File: config.mk
export PLATFORM = sky130hd
export DESIGN_NAME = priority_slot_table_with_expiry_unit
export DESIGN_NICKNAME = d
export VERILOG_FILES = /design/src/psted_pkg.sv /design/src/psted_ram.sv /design/src/priority_slot_table_with_expiry_unit.sv
export SDC_FILE = /design/constraint.sdc
export NUM_CORES = 2
export LEC_CHECK = 0
export BUFFER_PORTS_ARGS = -buffer_cell sky130_fd_sc_hd__clkbuf_2
export CORE_MARGIN = 5
export CORE_UTILIZATION = 60
export DETAILED_ROUTE_END_ITERATION = 8
export MAX_ROUTING_LAYER = met4
export PLACE_DENSITY_LB_ADDON = 0.1
export SYNTH_ARGS = -nofsm -noshare
export SYNTH_HDL_FRONTEND = slang
export SYNTH_HIERARCHICAL = 1
export SYNTH_SLANG_ARGS = --single-unit
File: constraint.sdc
create_clock -name clk -period 17.2 [get_ports clk]
set_input_delay 3.44 -clock clk [delete_from_list [all_inputs] [get_ports clk]]
set_output_delay 3.44 -clock clk [all_outputs]
set_load 0.02 [all_outputs]
File: src/psted_pkg.sv
`timescale 1ns / 1ps

package psted_pkg;

	localparam int SLOTS    = 16;
	localparam int KEY_BITS = 16;

	localparam int IDX_W   = (SLOTS > 1) ? $clog2(SLOTS) : 1;
	localparam int CNT_W   = $clog2(SLOTS + 1);
	localparam int PRIO_W  = 16;
	localparam int TIME_W  = 32;
	localparam int ENTRY_W = KEY_BITS + PRIO_W + TIME_W;

	typedef logic [1:0] cmd_t;
	localparam cmd_t CMD_CREATE = 2'd0;
	localparam cmd_t CMD_FREE   = 2'd1;
	localparam cmd_t CMD_QUERY  = 2'd2;

	typedef logic [1:0] status_t;
	localparam status_t ST_OK      = 2'd0;
	localparam status_t ST_NULLKEY = 2'd1;
	localparam status_t ST_FULL    = 2'd2;
	localparam status_t ST_BADHDL  = 2'd3;

endpackage

File: src/psted_ram.sv
`timescale 1ns / 1ps

module psted_ram #(
	parameter int WIDTH = 8,
	parameter int DEPTH = 16
) (
	input  logic                                    clk,
	input  logic                                    we,
	input  logic [(DEPTH > 1 ? $clog2(DEPTH) : 1)-1:0] waddr,
	input  logic [WIDTH-1:0]                        wdata,
	input  logic [(DEPTH > 1 ? $clog2(DEPTH) : 1)-1:0] raddr,
	output logic [WIDTH-1:0]                        rdata
);

	logic [WIDTH-1:0] mem_q [DEPTH];

	always_ff @(posedge clk) begin
		if (we) begin
			mem_q[waddr] <= wdata;
		end
		rdata <= mem_q[raddr];
	end

endmodule

File: src/priority_slot_table_with_expiry_unit.sv
`timescale 1ns / 1ps
// A query makes an expiry pass over all slots and then a pick pass, and a create with a nonzero
// key makes a search pass, a write step and then the pick pass; a free, a null-key create or the
// unused code skips the first pass and makes only the pick pass. Every command ends in a finish step.
// One command at a time; the next word can be accepted in the cycle in which the result appears.
// Reset clears all occupancy bits at once, so every slot is empty and no slot is active;
// the slot RAM itself is never cleared.
module priority_slot_table_with_expiry_unit
	import psted_pkg::*;
(
	input  logic        clk,
	input  logic        arst_n,
	input  logic        in_valid,
	output logic        in_stall,
	input  logic [1:0]  command,
	input  logic [15:0] entry_key,
	input  logic signed [15:0] entry_priority,
	input  logic [30:0] lifetime,
	input  logic [7:0]  slot_handle,
	input  logic [31:0] now_time,
	output logic        out_valid,
	input  logic        out_stall,
	output logic [1:0]  status,
	output logic [3:0]  created_slot,
	output logic        active_valid,
	output logic [3:0]  active_slot,
	output logic [15:0] active_key
);

	typedef enum logic [2:0] {S_IDLE, S_SCAN, S_WRITE, S_PICK, S_FINISH} state_t;

	state_t                   state_q;
	logic [CNT_W-1:0]         cnt_q;
	logic                     v_s1;
	logic [IDX_W-1:0]         idx_s1;
	logic [SLOTS-1:0]         occ_q;

	cmd_t                     cmd_q;
	logic [KEY_BITS-1:0]      key_q;
	logic [PRIO_W-1:0]        prio_q;
	logic [30:0]              life_q;
	logic [TIME_W-1:0]        now_q;

	status_t                  status_q;
	logic                     found_q;
	logic [IDX_W-1:0]         at_q;
	logic signed [PRIO_W-1:0] best_q;
	logic                     best_valid_q;
	logic [IDX_W-1:0]         best_idx_q;
	logic [KEY_BITS-1:0]      best_key_q;

	logic                     out_valid_q;
	status_t                  out_status_q;
	logic [3:0]               out_created_q;
	logic                     out_act_valid_q;
	logic [3:0]               out_act_slot_q;
	logic [15:0]              out_act_key_q;

	logic                     mem_we;
	logic [ENTRY_W-1:0]       mem_wdata;
	logic [IDX_W-1:0]         mem_raddr;
	logic [ENTRY_W-1:0]       mem_rdata;

	logic [KEY_BITS-1:0]      rd_key;
	logic [PRIO_W-1:0]        rd_prio;
	logic [TIME_W-1:0]        rd_dl;
	logic                     rd_occ;

	logic                     issuing;
	logic                     pass_done;
	logic [KEY_BITS-1:0]      in_key;
	logic                     accept;

	logic signed [TIME_W:0]   cmp_a;
	logic signed [TIME_W:0]   cmp_b;
	logic                     cmp_lt;

	logic [TIME_W:0]          dl_sum;
	logic [TIME_W-1:0]        dl_new;

	assign accept    = in_valid && !in_stall;
	assign in_stall  = (state_q != S_IDLE);
	assign in_key    = KEY_BITS'(entry_key);

	assign issuing   = (cnt_q != CNT_W'(SLOTS));
	assign pass_done = !issuing && !v_s1;
	assign mem_raddr = cnt_q[IDX_W-1:0];

	assign rd_key  = mem_rdata[ENTRY_W-1 -: KEY_BITS];
	assign rd_prio = mem_rdata[TIME_W +: PRIO_W];
	assign rd_dl   = mem_rdata[TIME_W-1:0];
	assign rd_occ  = occ_q[idx_s1];

	// One signed compare serves both passes: deadline against now while
	// expiring, running best against the slot priority while picking.
	always_comb begin
		if (state_q == S_SCAN) begin
			cmp_a = $signed({1'b0, rd_dl});
			cmp_b = $signed({1'b0, now_q});
		end else begin
			cmp_a = (TIME_W+1)'(best_q);
			cmp_b = (TIME_W+1)'($signed(rd_prio));
		end
	end
	assign cmp_lt = (cmp_a < cmp_b);

	assign dl_sum = {1'b0, now_q} + {2'b00, life_q};
	always_comb begin
		if (life_q == '0) begin
			dl_new = '0;
		end else if (dl_sum[TIME_W]) begin
			dl_new = '1;
		end else begin
			dl_new = dl_sum[TIME_W-1:0];
		end
	end

	assign mem_we    = (state_q == S_WRITE) && found_q;
	assign mem_wdata = {key_q, prio_q, dl_new};

	psted_ram #(
		.WIDTH(ENTRY_W),
		.DEPTH(SLOTS)
	) u_slot_ram (
		.clk  (clk),
		.we   (mem_we),
		.waddr(at_q),
		.wdata(mem_wdata),
		.raddr(mem_raddr),
		.rdata(mem_rdata)
	);

	always_ff @(posedge clk or negedge arst_n) begin
		if (!arst_n) begin
			state_q         <= S_IDLE;
			cnt_q           <= '0;
			v_s1            <= 1'b0;
			idx_s1          <= '0;
			occ_q           <= '0;
			cmd_q           <= CMD_CREATE;
			key_q           <= '0;
			prio_q          <= '0;
			life_q          <= '0;
			now_q           <= '0;
			status_q        <= ST_OK;
			found_q         <= 1'b0;
			at_q            <= '0;
			best_q          <= '1;
			best_valid_q    <= 1'b0;
			best_idx_q      <= '0;
			best_key_q      <= '0;
			out_valid_q     <= 1'b0;
			out_status_q    <= ST_OK;
			out_created_q   <= '0;
			out_act_valid_q <= 1'b0;
			out_act_slot_q  <= '0;
			out_act_key_q   <= '0;
		end else begin
			if (out_valid_q && !out_stall) begin
				out_valid_q <= 1'b0;
			end

			if ((state_q == S_SCAN) || (state_q == S_PICK)) begin
				v_s1   <= issuing;
				idx_s1 <= cnt_q[IDX_W-1:0];
				if (issuing) begin
					cnt_q <= cnt_q + CNT_W'(1);
				end
			end else begin
				v_s1 <= 1'b0;
			end

			case (state_q)
				S_IDLE: begin
					if (accept) begin
						cmd_q        <= command;
						key_q        <= in_key;
						prio_q       <= entry_priority;
						life_q       <= lifetime;
						now_q        <= now_time;
						cnt_q        <= '0;
						found_q      <= 1'b0;
						at_q         <= '0;
						best_q       <= '1;
						best_valid_q <= 1'b0;
						best_idx_q   <= '0;
						best_key_q   <= '0;
						status_q     <= ST_OK;
						case (command)
							CMD_CREATE: begin
								if (in_key == '0) begin
									status_q <= ST_NULLKEY;
									state_q  <= S_PICK;
								end else begin
									state_q <= S_SCAN;
								end
							end
							CMD_FREE: begin
								if ({1'b0, slot_handle} >= 9'(SLOTS)) begin
									status_q <= ST_BADHDL;
								end else begin
									occ_q[IDX_W'(slot_handle)] <= 1'b0;
								end
								state_q <= S_PICK;
							end
							CMD_QUERY: begin
								state_q <= S_SCAN;
							end
							default: begin
								state_q <= S_PICK;
							end
						endcase
					end
				end
				S_SCAN: begin
					if (v_s1) begin
						if (cmd_q == CMD_CREATE) begin
							if (!found_q && (!rd_occ || (rd_key == key_q))) begin
								found_q <= 1'b1;
								at_q    <= idx_s1;
							end
						end else if (rd_occ && (rd_dl != '0) && cmp_lt) begin
							occ_q[idx_s1] <= 1'b0;
						end
					end
					if (pass_done) begin
						cnt_q   <= '0;
						state_q <= (cmd_q == CMD_CREATE) ? S_WRITE : S_PICK;
					end
				end
				S_WRITE: begin
					if (found_q) begin
						occ_q[at_q] <= 1'b1;
					end else begin
						status_q <= ST_FULL;
					end
					cnt_q   <= '0;
					state_q <= S_PICK;
				end
				S_PICK: begin
					if (v_s1 && rd_occ && cmp_lt) begin
						best_q       <= $signed(rd_prio);
						best_valid_q <= 1'b1;
						best_idx_q   <= idx_s1;
						best_key_q   <= rd_key;
					end
					if (pass_done) begin
						state_q <= S_FINISH;
					end
				end
				S_FINISH: begin
					if (!out_valid_q || !out_stall) begin
						out_valid_q     <= 1'b1;
						out_status_q    <= status_q;
						out_created_q   <= found_q ? 4'(at_q) : 4'd0;
						out_act_valid_q <= best_valid_q;
						out_act_slot_q  <= 4'(best_idx_q);
						out_act_key_q   <= 16'(best_key_q);
						state_q         <= S_IDLE;
					end
				end
				default: begin
					state_q <= S_IDLE;
				end
			endcase
		end
	end

	assign out_valid    = out_valid_q;
	assign status       = out_status_q;
	assign created_slot = out_created_q;
	assign active_valid = out_act_valid_q;
	assign active_slot  = out_act_slot_q;
	assign active_key   = out_act_key_q;

	a_result_from_finish: assert property (@(posedge clk) disable iff (!arst_n)
		$rose(out_valid_q) |-> $past(state_q == S_FINISH))
		else $error("result appeared outside the finish step");

	a_read_pipe_in_pass: assert property (@(posedge clk) disable iff (!arst_n)
		v_s1 |-> $past(state_q == S_SCAN || state_q == S_PICK))
		else $error("slot read pipeline active outside a scan pass");

	a_create_marks_slot: assert property (@(posedge clk) disable iff (!arst_n)
		(state_q == S_WRITE && found_q) |=> occ_q[$past(at_q)])
		else $error("created slot not marked occupied");

	a_pick_occ_stable: assert property (@(posedge clk) disable iff (!arst_n)
		(state_q == S_PICK && $past(state_q == S_PICK)) |-> $stable(occ_q))
		else $error("occupancy changed during the pick pass");

endmodule

==> impl_metrics.yaml <==
critical_path:
  slowest_delay_ps: 540
  worstPathCellList: "nor3_1 -> inv_1 -> clkbuf_2"
  r2r-end: "best_key_q[14]"
  worst_setup_path_end_kind: "output pin"
  cp-start-kind: "register"
  timing.rr.start: "state_q[1]"
  cp-startpoint: "state_q[1]"
  endpoint: "in_stall"
  critPathKind: "reg2out"
  arrival_ps: 2060
  reg2reg_depth: 15
  cp.required_ps: 13760
  path_max_fanout: 12
  rrSetupSlack_ps: 11760
  slowest_stage: "dfrtp_1"
power:
  clock_power_share: 0.312
  ir_drop_v: 0.0001331
  cellPowerDensity_nw_per_um2: 157.0
  switching_share: 0.2989
  p_leak_nw: 21.10
  power_frac_seq: 0.443
  combinationalPowerShare: 0.245
  p_total_mw: 9.065
  p_switching_mw: 2.710
  cellInternalPower_mw: 6.355
die:
  die_h_um: 302.5
  fp.dieArea_um2: 91490
  coreArea_um2: 85010
  rows: 107
  dieWidth_um: 302.5
  ios: 138
  start_util: 0.6037
sta:
  rsz0062_at_grt: "no"
  setup_tns_ps: 0
  clock.fmax_mhz: 181.9
  setup_violations: 0
  drv_slew: 0
  tightest_slew_ps: 1409
  fin_worst_skew_ps: 24.92
  period_share: 0.3196
  finalHoldViolCount: 0
  slew_headroom: 0.06036
  finalWorstPathRequiredPeriod_ps: 5497
route:
  drt_wl_total_um: 126400
  drt-vias-per-instance: 6.482
  remaining_drc_errors: 0
  dr.pass1.iters: 7
  route.vias.total: 28728
  drt_iter0_drc: 3157
  wire_per_inst_um: 28.52
  ant_nets: 0
grt:
  grt_max_degree: 98
  busiest_layer: "met1"
  grt_pass1_wl_um: 187700
  grt_use_met1: 0.4298
  grt_pass1_vias: 28802
  use_met3: 0.05145
  grtUsageTotal: 0.2894
  grt.met2_usage: 0.4240
  antenna_found_initial: 0
  grt_overflow: 0
cts:
  cts_setup_buffers: 0
  clk_pin_slew_ps: 60
  cts_buffers: 131
  clockRootBuffer: "clkbuf_16"
  clock-sinks: 1286
  cts.path.max_buffers: 3
  tritoncts: "yes"
  cts.htree.levels: 4
  cts_hold_buf: 0
  insertion_delay_ps: 730
  cts_resized: 0
layout:
  syn_to_final_growth_pct: 12.47
  fin_nets: 3356
  n_antenna_cell: 0
  drive_above_1_share: 0.2257
synth:
  syn_nets: 3165
  ys_seq_elements: 1286
  synth_seq_area_share: 0.7210
  syn_inst: 2990
  syn_avg_cell_area_um2: 17.17
  syn_area_um2: 51320
  yosys_warnings: 6
  async_reset_ff_frac: 0.1540
  ys.flop_type: "edfxtp_1"
  synth_edf_count: 1024
  yosys.cell_types.count: 68
placed_design:
  dp_hpwl_um: 72310
  port_buffers: 137
  gp_congestion: 0.9085
job:
  maxCapViolations: 0
outcome:
  status: "completed"
hold_path:
  holdPathStages: 2
  hold_class: "reg2reg"
[cell families (layout without fill, tap and decap cells)]
family,after synthesis,after routing,synth area share
flops,1286,1286,0.7210
simple gates,663,663,0.05522
compound gates,391,391,0.05146
mux,337,337,0.1299
buf+inv,203,501,0.01862
fa+ha+maj,66,66,0.01624
xor+xnor,44,44,0.007509
[cells in the mapped netlist, types with 24 or more instances]
cell type,number,area share
nand2_1,464,0.034
dfrtp_1,182,0.089
edfxtp_1,1024,0.60
a22oi_1,129,0.019
mux4_2,261,0.11
ha_1,65,0.016
a21oi_1,95,0.0093
nor4_1,26,0.0032
dfxtp_1,64,0.025
clkbuf_1,81,0.0059
xor2_1,31,0.0053
o21ai_0,37,0.0036
mux2i_1,52,0.010
a21o_1,36,0.0053
inv_1,57,0.0042
mux2_2,24,0.0053
nor2_1,61,0.0045
[placed cells by master (no fill, tap or decap), types with 57 or more instances in the layout]
| master | netlist | layout |
|---|---|---|
| a21oi_1 | 95 | 95 |
| a22oi_1 | 129 | 129 |
| buf_4 | 10 | 66 |
| clkbuf_16 | 0 | 136 |
| clkbuf_2 | 0 | 136 |
| dfrtp_1 | 182 | 180 |
| dfxtp_1 | 64 | 64 |
| edfxtp_1 | 1024 | 1024 |
| ha_1 | 65 | 65 |
| inv_1 | 57 | 57 |
| mux4_2 | 261 | 261 |
| nand2_1 | 464 | 463 |
[critical path: cells and delay by family (launching register included)]
family	cells	cell delay, ps
buffers and inverters	2	290
flip-flops	1	540
AND/OR/NAND/NOR	1	510
[layer usage]
metal,share of wire,wire [µm]
met2,0.46,58140
met5,0,0
met3,0.094,11890
met1,0.42,53000
met4,0.027,3385
[how the worst min path moves through the flow]
stage | from | endpoint | slack, ps
floorplan | u_slot_ram/rdata[42] | best_q[10] | 390
global placement | u_slot_ram/rdata[32] | best_q[0] | 410
detailed placement | u_slot_ram/rdata[32] | best_q[0] | 420
CTS | u_slot_ram/rdata[32] | best_q[0] | 430
global route | u_slot_ram/rdata[32] | best_q[0] | 450
finish | u_slot_ram/rdata[32] | best_q[0] | 420
[power groups by stage]
| stage | Combinational (mW) | Sequential, mW | Clock [mW] |
|---|---|---|---|
| after floorplan | 1.71 | 3.88 | 0 |
| after CTS | 2.22 | 4.01 | 2.88 |
| after global routing | 2.40 | 4.04 | 3.02 |
| final | 2.22 | 4.01 | 2.83 |
| after global placement | 2.15 | 4.06 | 0 |
| after detailed placement | 2.20 | 4.07 | 0 |
[cell type report]
type | count | area, µm²
clock buffer | 181 | 3682
clock inverter | 59 | 651.9
fill | 5556 | 27290
inverter | 57 | 214.0
multi-input combinational | 1501 | 13520
sequential | 1286 | 37010
tap | 1144 | 1431
timing repair buffer | 204 | 1211
[sequential cells by signal (all words and copies together) (netlist names), 5 cells and up]
register / count
best_key_q: 16
key_q: 16
cnt_q: 5
occ_q: 16
u_slot_ram/rdata: 64
u_slot_ram/mem_q: 1024
active_key: 16
prio_q: 16
best_q: 16
now_q: 32
life_q: 31
[stage by stage]
stage          area (µm²)  utilization  cells  setup WS, ps  hold slack (ps)
2_1_floorplan       51320            -   2990         10650            388.2
3_3_place_gp        53390       0.6280   4192         11610            411.2
3_5_place_dp        53390       0.6280   4192         11570            418.2
4_1_cts             57720       0.6790   4432         11670            430.2
5_1_grt             57720       0.6790   4432         11590            447.4
6_report            57720       0.6790   4432         11700            415.8
Power figures use the tool's default switching activity.
